`src/sv/sfcs_pkg.sv`:
```
package sfcs_pkg;

    // Address bytes sent after a program, read or erase command.
    localparam int unsigned ADDR_BYTES = 3;

    // Input function codes.
    localparam logic [1:0] FUNC_START = 2'd0;
    localparam logic [1:0] FUNC_HOST  = 2'd1;
    localparam logic [1:0] FUNC_SPI   = 2'd2;

    // Operation codes carried by a start transfer.
    localparam logic [1:0] OP_WRSR  = 2'd0;
    localparam logic [1:0] OP_PROG  = 2'd1;
    localparam logic [1:0] OP_READ  = 2'd2;
    localparam logic [1:0] OP_ERASE = 2'd3;

    // Result kinds.
    localparam logic [1:0] KIND_XFER = 2'd0;
    localparam logic [1:0] KIND_HOST = 2'd1;
    localparam logic [1:0] KIND_DONE = 2'd2;

    // Flash command bytes.
    localparam logic [7:0] CMD_RDSR  = 8'h05;
    localparam logic [7:0] CMD_WREN  = 8'h06;
    localparam logic [7:0] CMD_WRSR  = 8'h01;
    localparam logic [7:0] CMD_PP    = 8'h02;
    localparam logic [7:0] CMD_FREAD = 8'h0B;
    localparam logic [7:0] CMD_SE    = 8'h20;
    localparam logic [7:0] BYTE_IDLE = 8'hFF;

    // Status register bits.
    localparam int unsigned SR_WIP = 0;
    localparam int unsigned SR_WEL = 1;

    // Header lengths in bytes, per operation.
    localparam logic [2:0] HDR_LEN_WRSR = 3'd2;
    localparam logic [2:0] HDR_LEN_READ = 3'(2 + ADDR_BYTES);
    localparam logic [2:0] HDR_LEN_ADDR = 3'(1 + ADDR_BYTES);

    // Result queue geometry.
    localparam int unsigned QUEUE_DEPTH = 4;
    localparam int unsigned QUEUE_PTR_W = $clog2(QUEUE_DEPTH);
    localparam int unsigned QUEUE_CNT_W = $clog2(QUEUE_DEPTH + 1);

    // Sequencer phases, one-hot.
    typedef enum logic [9:0] {
        PH_IDLE      = 10'b00_0000_0001,
        PH_WREN      = 10'b00_0000_0010,
        PH_WEL_CMD   = 10'b00_0000_0100,
        PH_WEL_READ  = 10'b00_0000_1000,
        PH_HEADER    = 10'b00_0001_0000,
        PH_WAIT_HOST = 10'b00_0010_0000,
        PH_PROG_DATA = 10'b00_0100_0000,
        PH_READ_DATA = 10'b00_1000_0000,
        PH_WIP_CMD   = 10'b01_0000_0000,
        PH_WIP_READ  = 10'b10_0000_0000
    } t_phase;

    // One result item.
    typedef struct packed {
        logic [1:0] kind;
        logic [7:0] tx_byte;
        logic       cs_active;
        logic       end_frame;
        logic [7:0] rx_data;
        logic       last;
    } t_result;

    // A transfer request with chip select held low.
    function automatic t_result make_xfer(logic [7:0] tx, logic endf);
        t_result r;
        r           = '0;
        r.kind      = KIND_XFER;
        r.tx_byte   = tx;
        r.cs_active = 1'b1;
        r.end_frame = endf;
        r.last      = 1'b1;
        return r;
    endfunction

    // A byte handed to the host; a further result always follows it.
    function automatic t_result make_host(logic [7:0] rx);
        t_result r;
        r         = '0;
        r.kind    = KIND_HOST;
        r.rx_data = rx;
        return r;
    endfunction

    // The end of an operation.
    function automatic t_result make_done();
        t_result r;
        r      = '0;
        r.kind = KIND_DONE;
        r.last = 1'b1;
        return r;
    endfunction

endpackage

```
`src/sv/sfcs_in_if.sv`:
```
interface sfcs_in_if;
    logic        valid;
    logic        ready;
    logic [1:0]  func;
    logic [1:0]  op;
    logic [23:0] flash_addr;
    logic [15:0] byte_count;
    logic [7:0]  byte_value;

    modport source (
        output valid, func, op, flash_addr, byte_count, byte_value,
        input  ready
    );

    modport sink (
        input  valid, func, op, flash_addr, byte_count, byte_value,
        output ready
    );
endinterface

```
`src/sv/sfcs_out_if.sv`:
```
interface sfcs_out_if;
    logic       valid;
    logic       ready;
    logic [1:0] kind;
    logic [7:0] tx_byte;
    logic       cs_active;
    logic       end_frame;
    logic [7:0] rx_data;
    logic       last;

    modport source (
        output valid, kind, tx_byte, cs_active, end_frame, rx_data, last,
        input  ready
    );

    modport sink (
        input  valid, kind, tx_byte, cs_active, end_frame, rx_data, last,
        output ready
    );
endinterface

```
`src/sv/spi_flash_command_sequencer.sv`:
```
// SPI NOR flash command sequencer, 25-series command set.
// Results of an input transfer are written into the registered result queue.
// Throughput: one input transfer per cycle while the queue has room; a read data
// byte yields two results, so reads run at one result per cycle unless stalled.
// Reset: synchronous, active low; clears the phase, operation state and queue.
module spi_flash_command_sequencer (
    input  logic        i_clk,
    input  logic        i_rst_n,
    sfcs_in_if.sink     i_in,
    sfcs_out_if.source  o_out
);

    logic                              w_take;
    logic [1:0]                        w_count;
    sfcs_pkg::t_result                 w_res0;
    sfcs_pkg::t_result                 w_res1;
    sfcs_pkg::t_result                 w_head;
    logic                              w_space;
    logic [sfcs_pkg::QUEUE_CNT_W-1:0]  w_level;

    assign i_in.ready = w_space;
    assign w_take     = i_in.valid && i_in.ready;

    // Sequencer step and state.
    sfcs_core u_core (
        .i_clk        (i_clk),
        .i_rst_n      (i_rst_n),
        .i_take       (w_take),
        .i_func       (i_in.func),
        .i_op         (i_in.op),
        .i_flash_addr (i_in.flash_addr),
        .i_byte_count (i_in.byte_count),
        .i_byte_value (i_in.byte_value),
        .o_count      (w_count),
        .o_res0       (w_res0),
        .o_res1       (w_res1)
    );

    // Registered result queue between the sequencer and the output.
    sfcs_queue u_queue (
        .i_clk    (i_clk),
        .i_rst_n  (i_rst_n),
        .i_push_n (w_count),
        .i_res0   (w_res0),
        .i_res1   (w_res1),
        .i_pop    (o_out.ready),
        .o_space  (w_space),
        .o_valid  (o_out.valid),
        .o_head   (w_head),
        .o_level  (w_level)
    );

    assign o_out.kind      = w_head.kind;
    assign o_out.tx_byte   = w_head.tx_byte;
    assign o_out.cs_active = w_head.cs_active;
    assign o_out.end_frame = w_head.end_frame;
    assign o_out.rx_data   = w_head.rx_data;
    assign o_out.last      = w_head.last;

    // The queue never overfills after an input transfer.
    a_no_overflow: assert property (@(posedge i_clk) disable iff (!i_rst_n)
        w_take |=> (w_level <= sfcs_pkg::QUEUE_CNT_W'(sfcs_pkg::QUEUE_DEPTH)))
        else $error("result queue overflow");

    // A host byte is never the last result and its follower is already queued.
    a_host_pair: assert property (@(posedge i_clk) disable iff (!i_rst_n)
        (o_out.valid && (o_out.kind == sfcs_pkg::KIND_HOST))
        |-> (!o_out.last && (w_level >= sfcs_pkg::QUEUE_CNT_W'(2))))
        else $error("host byte without a following result");

    // Completion always closes the results of its input transfer.
    a_done_last: assert property (@(posedge i_clk) disable iff (!i_rst_n)
        (o_out.valid && (o_out.kind == sfcs_pkg::KIND_DONE))
        |-> (o_out.last && !o_out.cs_active))
        else $error("done result malformed");

    // Every transfer request holds chip select low.
    a_xfer_cs: assert property (@(posedge i_clk) disable iff (!i_rst_n)
        (o_out.valid && (o_out.kind == sfcs_pkg::KIND_XFER))
        |-> (o_out.cs_active && o_out.last))
        else $error("transfer request without chip select");

endmodule

```
`src/sv/sfcs_core.sv`:
```
module sfcs_core (
    input  logic                  i_clk,
    input  logic                  i_rst_n,
    input  logic                  i_take,
    input  logic [1:0]            i_func,
    input  logic [1:0]            i_op,
    input  logic [23:0]           i_flash_addr,
    input  logic [15:0]           i_byte_count,
    input  logic [7:0]            i_byte_value,
    output logic [1:0]            o_count,
    output sfcs_pkg::t_result     o_res0,
    output sfcs_pkg::t_result     o_res1
);

    sfcs_pkg::t_phase r_phase, n_phase;
    logic [1:0]       r_op, n_op;
    logic [23:0]      r_addr, n_addr;
    logic [15:0]      r_left, n_left;
    logic [7:0]       r_status, n_status;
    logic [2:0]       r_hdr, n_hdr;

    logic [15:0]      w_left_dec;
    logic [2:0]       w_hdr_inc;

    // Number of header bytes for an operation.
    function automatic logic [2:0] hdr_len(logic [1:0] op);
        logic [2:0] len;
        if (op == sfcs_pkg::OP_WRSR) begin
            len = sfcs_pkg::HDR_LEN_WRSR;
        end else if (op == sfcs_pkg::OP_READ) begin
            len = sfcs_pkg::HDR_LEN_READ;
        end else begin
            len = sfcs_pkg::HDR_LEN_ADDR;
        end
        return len;
    endfunction

    // Header byte at a position: command, then status or address, then dummy.
    function automatic logic [7:0] hdr_byte(logic [1:0] op, logic [23:0] addr,
                                            logic [7:0] stat, logic [2:0] idx);
        logic [7:0] b;
        if (idx == 3'd0) begin
            unique case (op)
                sfcs_pkg::OP_WRSR: b = sfcs_pkg::CMD_WRSR;
                sfcs_pkg::OP_PROG: b = sfcs_pkg::CMD_PP;
                sfcs_pkg::OP_READ: b = sfcs_pkg::CMD_FREAD;
                default:           b = sfcs_pkg::CMD_SE;
            endcase
        end else if (op == sfcs_pkg::OP_WRSR) begin
            b = stat;
        end else if (idx == 3'd1) begin
            b = addr[23:16];
        end else if (idx == 3'd2) begin
            b = addr[15:8];
        end else if (idx == 3'd3) begin
            b = addr[7:0];
        end else begin
            b = sfcs_pkg::BYTE_IDLE;
        end
        return b;
    endfunction

    // Header transfer; the frame closes on the last header byte unless data follows.
    function automatic sfcs_pkg::t_result hdr_xfer(logic [1:0] op, logic [23:0] addr,
                                                   logic [7:0] stat, logic [2:0] idx,
                                                   logic [15:0] left);
        logic data_follows;
        logic endf;
        data_follows = ((op == sfcs_pkg::OP_PROG) || (op == sfcs_pkg::OP_READ))
                       && (left != 16'd0);
        endf = (({1'b0, idx} + 4'd1) >= {1'b0, hdr_len(op)}) && !data_follows;
        return sfcs_pkg::make_xfer(hdr_byte(op, addr, stat, idx), endf);
    endfunction

    assign w_left_dec = r_left - 16'd1;
    assign w_hdr_inc  = r_hdr + 3'd1;

    // One step of the sequencer for the transfer being taken.
    always_comb begin
        n_phase  = r_phase;
        n_op     = r_op;
        n_addr   = r_addr;
        n_left   = r_left;
        n_status = r_status;
        n_hdr    = r_hdr;
        o_count  = 2'd0;
        o_res0   = '0;
        o_res1   = '0;
        if (i_take) begin
            if (i_func == sfcs_pkg::FUNC_START) begin
                if (r_phase == sfcs_pkg::PH_IDLE) begin
                    n_op     = i_op;
                    n_addr   = i_flash_addr;
                    n_left   = i_byte_count;
                    n_status = i_byte_value;
                    n_hdr    = 3'd0;
                    o_count  = 2'd1;
                    if (i_op == sfcs_pkg::OP_READ) begin
                        n_phase = sfcs_pkg::PH_HEADER;
                        o_res0  = hdr_xfer(i_op, i_flash_addr, i_byte_value, 3'd0,
                                           i_byte_count);
                    end else begin
                        n_phase = sfcs_pkg::PH_WREN;
                        o_res0  = sfcs_pkg::make_xfer(sfcs_pkg::CMD_WREN, 1'b1);
                    end
                end
            end else if (i_func == sfcs_pkg::FUNC_HOST) begin
                if (r_phase == sfcs_pkg::PH_WAIT_HOST) begin
                    o_count = 2'd1;
                    o_res0  = sfcs_pkg::make_xfer(i_byte_value, r_left == 16'd1);
                    n_left  = w_left_dec;
                    n_phase = sfcs_pkg::PH_PROG_DATA;
                end
            end else if (i_func == sfcs_pkg::FUNC_SPI) begin
                unique case (r_phase)
                    sfcs_pkg::PH_WREN: begin
                        n_phase = sfcs_pkg::PH_WEL_CMD;
                        o_count = 2'd1;
                        o_res0  = sfcs_pkg::make_xfer(sfcs_pkg::CMD_RDSR, 1'b0);
                    end
                    sfcs_pkg::PH_WEL_CMD: begin
                        n_phase = sfcs_pkg::PH_WEL_READ;
                        o_count = 2'd1;
                        o_res0  = sfcs_pkg::make_xfer(sfcs_pkg::BYTE_IDLE, 1'b1);
                    end
                    sfcs_pkg::PH_WEL_READ: begin
                        o_count = 2'd1;
                        if (i_byte_value[sfcs_pkg::SR_WEL]) begin
                            n_phase = sfcs_pkg::PH_HEADER;
                            n_hdr   = 3'd0;
                            o_res0  = hdr_xfer(r_op, r_addr, r_status, 3'd0, r_left);
                        end else begin
                            n_phase = sfcs_pkg::PH_WEL_CMD;
                            o_res0  = sfcs_pkg::make_xfer(sfcs_pkg::CMD_RDSR, 1'b0);
                        end
                    end
                    sfcs_pkg::PH_HEADER: begin
                        n_hdr = w_hdr_inc;
                        if (w_hdr_inc < hdr_len(r_op)) begin
                            o_count = 2'd1;
                            o_res0  = hdr_xfer(r_op, r_addr, r_status, w_hdr_inc, r_left);
                        end else if (r_op == sfcs_pkg::OP_READ) begin
                            o_count = 2'd1;
                            if (r_left == 16'd0) begin
                                n_phase = sfcs_pkg::PH_IDLE;
                                o_res0  = sfcs_pkg::make_done();
                            end else begin
                                n_phase = sfcs_pkg::PH_READ_DATA;
                                o_res0  = sfcs_pkg::make_xfer(sfcs_pkg::BYTE_IDLE,
                                                              r_left == 16'd1);
                            end
                        end else if ((r_op == sfcs_pkg::OP_PROG) && (r_left != 16'd0)) begin
                            n_phase = sfcs_pkg::PH_WAIT_HOST;
                        end else begin
                            n_phase = sfcs_pkg::PH_WIP_CMD;
                            o_count = 2'd1;
                            o_res0  = sfcs_pkg::make_xfer(sfcs_pkg::CMD_RDSR, 1'b0);
                        end
                    end
                    sfcs_pkg::PH_PROG_DATA: begin
                        if (r_left != 16'd0) begin
                            n_phase = sfcs_pkg::PH_WAIT_HOST;
                        end else begin
                            n_phase = sfcs_pkg::PH_WIP_CMD;
                            o_count = 2'd1;
                            o_res0  = sfcs_pkg::make_xfer(sfcs_pkg::CMD_RDSR, 1'b0);
                        end
                    end
                    sfcs_pkg::PH_READ_DATA: begin
                        o_count = 2'd2;
                        o_res0  = sfcs_pkg::make_host(i_byte_value);
                        n_left  = w_left_dec;
                        if (w_left_dec != 16'd0) begin
                            o_res1 = sfcs_pkg::make_xfer(sfcs_pkg::BYTE_IDLE,
                                                         w_left_dec == 16'd1);
                        end else begin
                            n_phase = sfcs_pkg::PH_IDLE;
                            o_res1  = sfcs_pkg::make_done();
                        end
                    end
                    sfcs_pkg::PH_WIP_CMD: begin
                        n_phase = sfcs_pkg::PH_WIP_READ;
                        o_count = 2'd1;
                        o_res0  = sfcs_pkg::make_xfer(sfcs_pkg::BYTE_IDLE, 1'b1);
                    end
                    sfcs_pkg::PH_WIP_READ: begin
                        o_count = 2'd1;
                        if (i_byte_value[sfcs_pkg::SR_WIP]) begin
                            n_phase = sfcs_pkg::PH_WIP_CMD;
                            o_res0  = sfcs_pkg::make_xfer(sfcs_pkg::CMD_RDSR, 1'b0);
                        end else begin
                            n_phase = sfcs_pkg::PH_IDLE;
                            o_res0  = sfcs_pkg::make_done();
                        end
                    end
                    sfcs_pkg::PH_IDLE, sfcs_pkg::PH_WAIT_HOST: begin
                        // A returned byte is not expected here and is dropped.
                    end
                    default: begin
                        n_phase = sfcs_pkg::PH_IDLE;
                    end
                endcase
            end
        end
    end

    // Sequencer state registers.
    always_ff @(posedge i_clk) begin
        if (!i_rst_n) begin
            r_phase  <= sfcs_pkg::PH_IDLE;
            r_op     <= '0;
            r_addr   <= '0;
            r_left   <= '0;
            r_status <= '0;
            r_hdr    <= '0;
        end else begin
            r_phase  <= n_phase;
            r_op     <= n_op;
            r_addr   <= n_addr;
            r_left   <= n_left;
            r_status <= n_status;
            r_hdr    <= n_hdr;
        end
    end

endmodule

```
`src/sv/sfcs_queue.sv`:
```
module sfcs_queue (
    input  logic                                i_clk,
    input  logic                                i_rst_n,
    input  logic [1:0]                          i_push_n,
    input  sfcs_pkg::t_result                   i_res0,
    input  sfcs_pkg::t_result                   i_res1,
    input  logic                                i_pop,
    output logic                                o_space,
    output logic                                o_valid,
    output sfcs_pkg::t_result                   o_head,
    output logic [sfcs_pkg::QUEUE_CNT_W-1:0]    o_level
);

    localparam int unsigned PTR_W = sfcs_pkg::QUEUE_PTR_W;
    localparam int unsigned CNT_W = sfcs_pkg::QUEUE_CNT_W;

    sfcs_pkg::t_result r_mem [sfcs_pkg::QUEUE_DEPTH];
    logic [PTR_W-1:0]  r_wr, n_wr;
    logic [PTR_W-1:0]  r_rd, n_rd;
    logic [CNT_W-1:0]  r_count, n_count;
    logic              w_pop;

    // Room for the largest burst of results that one input transfer causes.
    assign o_space = r_count <= CNT_W'(sfcs_pkg::QUEUE_DEPTH - 2);
    assign o_valid = r_count != '0;
    assign o_head  = r_mem[r_rd];
    assign o_level = r_count;
    assign w_pop   = o_valid && i_pop;

    // Pointer and fill level bookkeeping.
    always_comb begin
        n_wr    = r_wr + PTR_W'(i_push_n);
        n_rd    = r_rd + PTR_W'(w_pop);
        n_count = r_count + CNT_W'(i_push_n) - CNT_W'(w_pop);
    end

    always_ff @(posedge i_clk) begin
        if (!i_rst_n) begin
            r_wr    <= '0;
            r_rd    <= '0;
            r_count <= '0;
        end else begin
            r_wr    <= n_wr;
            r_rd    <= n_rd;
            r_count <= n_count;
        end
    end

    // Result storage; entries need no reset.
    always_ff @(posedge i_clk) begin
        if (i_push_n != 2'd0) begin
            r_mem[r_wr] <= i_res0;
        end
        if (i_push_n == 2'd2) begin
            r_mem[r_wr + PTR_W'(1)] <= i_res1;
        end
    end

endmodule

```
`src/flat_wrapper.sv`:
```
// flat-port wrapper written by rule: the top's interface ports become plain ports
module spi_flash_command_sequencer_flat 
  (i_clk, i_rst_n, i_in_valid, i_in_func, i_in_op, i_in_flash_addr, i_in_byte_count, i_in_byte_value, i_in_ready, o_out_valid, o_out_kind, o_out_tx_byte, o_out_cs_active, o_out_end_frame, o_out_rx_data, o_out_last, o_out_ready);
  sfcs_in_if i_in_i ();
  sfcs_out_if o_out_i ();
  input  logic i_clk;
  input  logic i_rst_n;
  input wire logic [$bits(i_in_i.valid)-1:0] i_in_valid;
  input wire logic [$bits(i_in_i.func)-1:0] i_in_func;
  input wire logic [$bits(i_in_i.op)-1:0] i_in_op;
  input wire logic [$bits(i_in_i.flash_addr)-1:0] i_in_flash_addr;
  input wire logic [$bits(i_in_i.byte_count)-1:0] i_in_byte_count;
  input wire logic [$bits(i_in_i.byte_value)-1:0] i_in_byte_value;
  output wire logic [$bits(i_in_i.ready)-1:0] i_in_ready;
  output wire logic [$bits(o_out_i.valid)-1:0] o_out_valid;
  output wire logic [$bits(o_out_i.kind)-1:0] o_out_kind;
  output wire logic [$bits(o_out_i.tx_byte)-1:0] o_out_tx_byte;
  output wire logic [$bits(o_out_i.cs_active)-1:0] o_out_cs_active;
  output wire logic [$bits(o_out_i.end_frame)-1:0] o_out_end_frame;
  output wire logic [$bits(o_out_i.rx_data)-1:0] o_out_rx_data;
  output wire logic [$bits(o_out_i.last)-1:0] o_out_last;
  input wire logic [$bits(o_out_i.ready)-1:0] o_out_ready;
  assign i_in_i.valid = i_in_valid;
  assign i_in_i.func = i_in_func;
  assign i_in_i.op = i_in_op;
  assign i_in_i.flash_addr = i_in_flash_addr;
  assign i_in_i.byte_count = i_in_byte_count;
  assign i_in_i.byte_value = i_in_byte_value;
  assign i_in_ready = i_in_i.ready;
  assign o_out_valid = o_out_i.valid;
  assign o_out_kind = o_out_i.kind;
  assign o_out_tx_byte = o_out_i.tx_byte;
  assign o_out_cs_active = o_out_i.cs_active;
  assign o_out_end_frame = o_out_i.end_frame;
  assign o_out_rx_data = o_out_i.rx_data;
  assign o_out_last = o_out_i.last;
  assign o_out_i.ready = o_out_ready;
  spi_flash_command_sequencer u_core (.i_clk(i_clk), .i_rst_n(i_rst_n), .i_in(i_in_i), .o_out(o_out_i));
endmodule
```
`config.mk`:
```
export PLATFORM = sky130hd
export DESIGN_NAME = spi_flash_command_sequencer_flat
export DESIGN_NICKNAME = d
export VERILOG_FILES = /design/src/sv/sfcs_pkg.sv /design/src/sv/sfcs_in_if.sv /design/src/sv/sfcs_out_if.sv /design/src/sv/spi_flash_command_sequencer.sv /design/src/sv/sfcs_core.sv /design/src/sv/sfcs_queue.sv /design/src/flat_wrapper.sv
export SDC_FILE = /design/constraint.sdc
export NUM_CORES = 1
export LEC_CHECK = 0
export ABC_CLOCK_PERIOD_IN_PS = 3950
export BUFFER_PORTS_ARGS = -buffer_cell sky130_fd_sc_hd__buf_4
export CAP_MARGIN = 30
export CORE_UTILIZATION = 52
export CTS_CLUSTER_DIAMETER = 30
export DETAILED_ROUTE_END_ITERATION = 7
export PLACE_DENSITY = 0.77
export SYNTH_ARGS = -nofsm -noshare
export SYNTH_HDL_FRONTEND = slang
export SYNTH_SLANG_ARGS = --single-unit
```
`constraint.sdc`:
```
create_clock -name i_clk -period 3.95 [get_ports i_clk]
set_clock_uncertainty 0.15 [all_clocks]
set_input_delay 0 -clock i_clk [delete_from_list [all_inputs] [get_ports i_clk]]
set_output_delay 0 -clock i_clk [all_outputs]
set_load 0.01 [all_outputs]
```
==> flow_summary.rst <==
.. list-table::
   :header-rows: 1

   * - Metric
     - Value
   * - Status
     - finished clean
   * - Number of cell rows
     - 46
   * - Commonest non-fill, non-tap cell in the layout
     - nand2_1
   * - Initial antenna violation count
     - 0
   * - Critical Path Slowest Stage Cell
     - dfxtp_1
   * - Number of clock sinks seen by CTS
     - 154
   * - Number of primary I/O pins
     - roughly 80
   * - Pwr Density
     - 408 mW/mm^2
   * - Ratio of routed vias to standard cells
     - ~6.1
   * - Highest fanout seen on the critical path
     - 5
   * - Min Clock Period, post-route
     - between 3 and 4 ns
   * - Sum Neg Setup Slack
     - 0 ns
   * - Number of buffers created by CTS
     - 17
   * - Routability cong.
     - between 0.8 and 0.9
   * - Post-CTS setup-driven buffer insertion count
     - 0
   * - Clock insertion delay at the later pin of the skew report
     - around 0.43 ns
   * - Power dissipated by switching net loads
     - 1.34 mW
   * - Horiz. Die Dim
     - about 130 um
   * - Ys flop type
     - dfxtp_1
   * - Class of the most critical setup path
     - reg -> reg
   * - Total GRT Usage
     - between 30 and 40%
   * - Count of cell instances traversed by the critical path
     - 16
   * - Req. time, crit path
     - 4.12 ns
   * - Sequential fraction of the synthesis area
     - between 40% and 50%
   * - Die footprint
     - between 0.015 and 0.02 mm^2
   * - Critical path capture point type
     - register
   * - Count of final max-slew check failures
     - 0
   * - Overflow left after global routing
     - 0
   * - Final antenna-violating net count
     - 0
   * - Synth async-reset ratio
     - 0%
   * - RSZ-0062 raised after global routing
     - false
   * - CP most frequent cell
     - ha_1
   * - Clock transition at the registers of the reported paths
     - 0.06 ns
   * - Maximum capacitance violations
     - 0
   * - Root buffer cell
     - clkbuf_16
   * - Initial core utilization
     - between 50% and 60%
   * - Total wire length
     - around 24 mm
   * - Setup Viol. Count Final
     - 0
   * - Cell-internal power
     - 3.06 mW
   * - Part of the power in combinational logic
     - about a quarter
   * - Deepest clock path buffer count
     - 2
   * - Total power
     - ~4.4 mW
   * - Layout area overhead
     - 26.7%
   * - Leakage power figure
     - 4.18 nW
   * - Synth Instances
     - between 900 and 1000
   * - Final core utilization
     - roughly two thirds
   * - Die span in y
     - about 130 um
   * - Count of synthesis-stage warnings from yosys
     - 0
   * - Proportion of total power due to net switching
     - 30.5%
   * - Worst-Margin Slew
     - 0.741 ns
   * - Post-synth EDFFs
     - 48
   * - Hold Fails Final Rpt
     - 0
   * - 1st-pass router iterations
     - 5
   * - Antenna diodes
     - 0
   * - Count of input and output buffers
     - ~80
   * - Distinct cell type count of the synthesized netlist
     - 74
   * - Detail Placement HPWL
     - 15.3 mm
   * - Wire length per cell
     - between 15 and 20 um
   * - Headroom to the max-slew limit
     - about 50%
   * - Fraction of layout instances using a drive strength above 1
     - ~18%
   * - Layout net count
     - between 1000 and 1500
   * - Synthesized area per cell
     - around 9.2 um^2
   * - Cell Area, Synth
     - 0.00851 mm^2
   * - CP Data Arrival Time
     - 3.90 ns
   * - Combined buffer and inverter count along the critical path
     - 2
   * - Achievable clock frequency
     - between 0.2 and 0.3 GHz
   * - Worst path cell trace
     - inv_1 > ha_1 > ha_1 > nor4b_1 > or2_2 > a31o_2 > a21oi_4 > o21ai_1 > nand2_1 > nand2_1 > ha_1 > inv_1 > ha_1 > fa_1 > xnor2_1 > and2_1
   * - Clock power share
     - a little over a third
   * - Syn_nets
     - between 1000 and 1500
   * - Number of global-route vias before repair
     - between 7000 and 8000
   * - Count of cells along the worst hold path
     - 5
   * - First DRT Iteration DRCs
     - about 760
   * - Filler instances
     - ~1200
   * - Floorplan core area
     - 0.0159 mm^2
   * - Maximum resistive drop on vdd
     - between 0.3 and 0.4 mV
   * - Final critical-path share of the clock period
     - 94.4%
   * - Pin count of the biggest net entering global routing
     - 73
   * - Worst Hold Class
     - in -> reg
   * - Part of the power in registers
     - between 40% and 50%
   * - Flip-flop and latch count after synthesis
     - roughly 150
   * - Number of cells on the worst reg-to-reg path
     - 16
   * - Most frequent cells in the layout
     - nand2_1 (123), dfxtp_1 (104), buf_4 (102)
   * - Clock tree from TritonCTS
     - done
   * - Count of H-tree levels built during CTS
     - 4
   * - Crit-path max cell delay
     - approximately 0.43 ns
   * - Critical path launch point type
     - register
   * - Cell class contributing the biggest share of worst-path delay
     - adder cells
   * - Wire length of the first global-routing pass
     - 39.5 mm
   * - DRC Markers
     - 0
   * - Number of vias after detailed routing
     - approximately 8000
[through the flow]
stage               setup slack, ns  instances  hold slack (ns)  cell area (um^2)
floorplan                    0.0881        929          -0.0243              8510
global placement              0.223       1195            0.118              9350
detailed placement            0.102       1196            0.122              9380
CTS                          0.0779       1309            0.173             10800
global route                 0.0100       1309            0.217             10800
finish                        0.222       1309            0.169             10800
[cell families after synthesis]
family,share of synthesized area [%]
AO/OA/AOI/OAI,22.7
AND/OR/NAND/NOR,20.2
buffers and inverters,3.81
adder cells (fa/ha/maj),4.20
flip-flops,41.9
multiplexers,6.14
XOR/XNOR,1.13
[sequential cells by signal, summed over array words and instances (netlist names)]
register,count
u_core.u_core.r_addr,24
u_core.u_core.r_op,2
u_core.u_queue.r_mem,84
u_core.u_core.r_phase,10
u_core.u_queue.r_rd,2
u_core.u_queue.o_level,3
u_core.u_core.r_status,8
u_core.u_queue.r_wr,2
u_core.u_core.r_left,16
u_core.u_core.r_hdr,3
[synthesized netlist by cell type, drive strengths merged, types with 8 or more instances]
master / count / area [um^2]
nand2: 126 / 480
dfxtp: 106 / 2120
o21ai: 88 / 452
nor2: 76 / 285
a21oi: 48 / 263
edfxtp: 48 / 1440
clkbuf: 43 / 164
a21boi: 37 / 278
a22o: 34 / 298
inv: 32 / 120
ha: 27 / 338
mux4: 21 / 473
and2: 20 / 125
nor2b: 17 / 106
nor3: 16 / 95.1
a31oi: 14 / 87.6
nor4: 13 / 113
nand3: 12 / 75.1
buf: 9 / 40.0
nand4: 9 / 56.3
a21o: 8 / 60.1
[cell type report]
type                       instances  area (um^2)  area share (%)
clock inverter                    14          143            1.32
tap                              216          270            2.51
timing repair buffer             184         1600            14.9
multi-input combinational        691         4650            43.2
inverter                          32          120            1.11
sequential                       154         3570            33.1
clock buffer                      18          429            3.98
[path summary, 6_finish.rpt]
kind / endpoint / start / slack, ns
min reg2reg: u_core.u_core.r_status[5] / u_core.u_core.r_status[5] / 0.32
max: u_core.u_queue.o_level[2] / u_core.u_core.r_op[1] / 0.22
min: u_core.u_queue.r_mem[0][19] / i_in_valid / 0.17
max reg2reg: u_core.u_queue.o_level[2] / u_core.u_core.r_op[1] / 0.22
[routing by layer]
metal | GRT usage, % | up-vias | wire length [um]
li1 | - | 3714 | -
met1 | 37.2 | 3831 | 10200
met2 | 50.6 | 388 | 11800
met3 | 5.25 | 86 | 1480
met4 | 16.1 | 0 | 926
met5 | 0 | - | 0
[timing repair]
| action | in CTS | in global routing |
|---|---|---|
| setup endpoints to repair | 0 | 2 |
| gates resized for setup | 0 | 6 |
| hold endpoints to repair | 103 | 0 |
| hold buffers | 81 | 0 |
[worst min-delay path: stages]
cell     delay, ns
buf_4         0.12
nand2_1       0.23
nor3_2        0.13
inv_1         0.13
a31oi_1       0.10
[power groups by stage]
stage	logic, mW	registers (mW)	clock network [mW]
after floorplan	0.668	1.76	0
after global placement	0.920	1.80	0
after detailed placement	0.955	1.79	0
after CTS	1.03	1.75	1.59
after global routing	1.15	1.77	1.66
final	1.04	1.76	1.60
(Power assumes the default switching activity.)
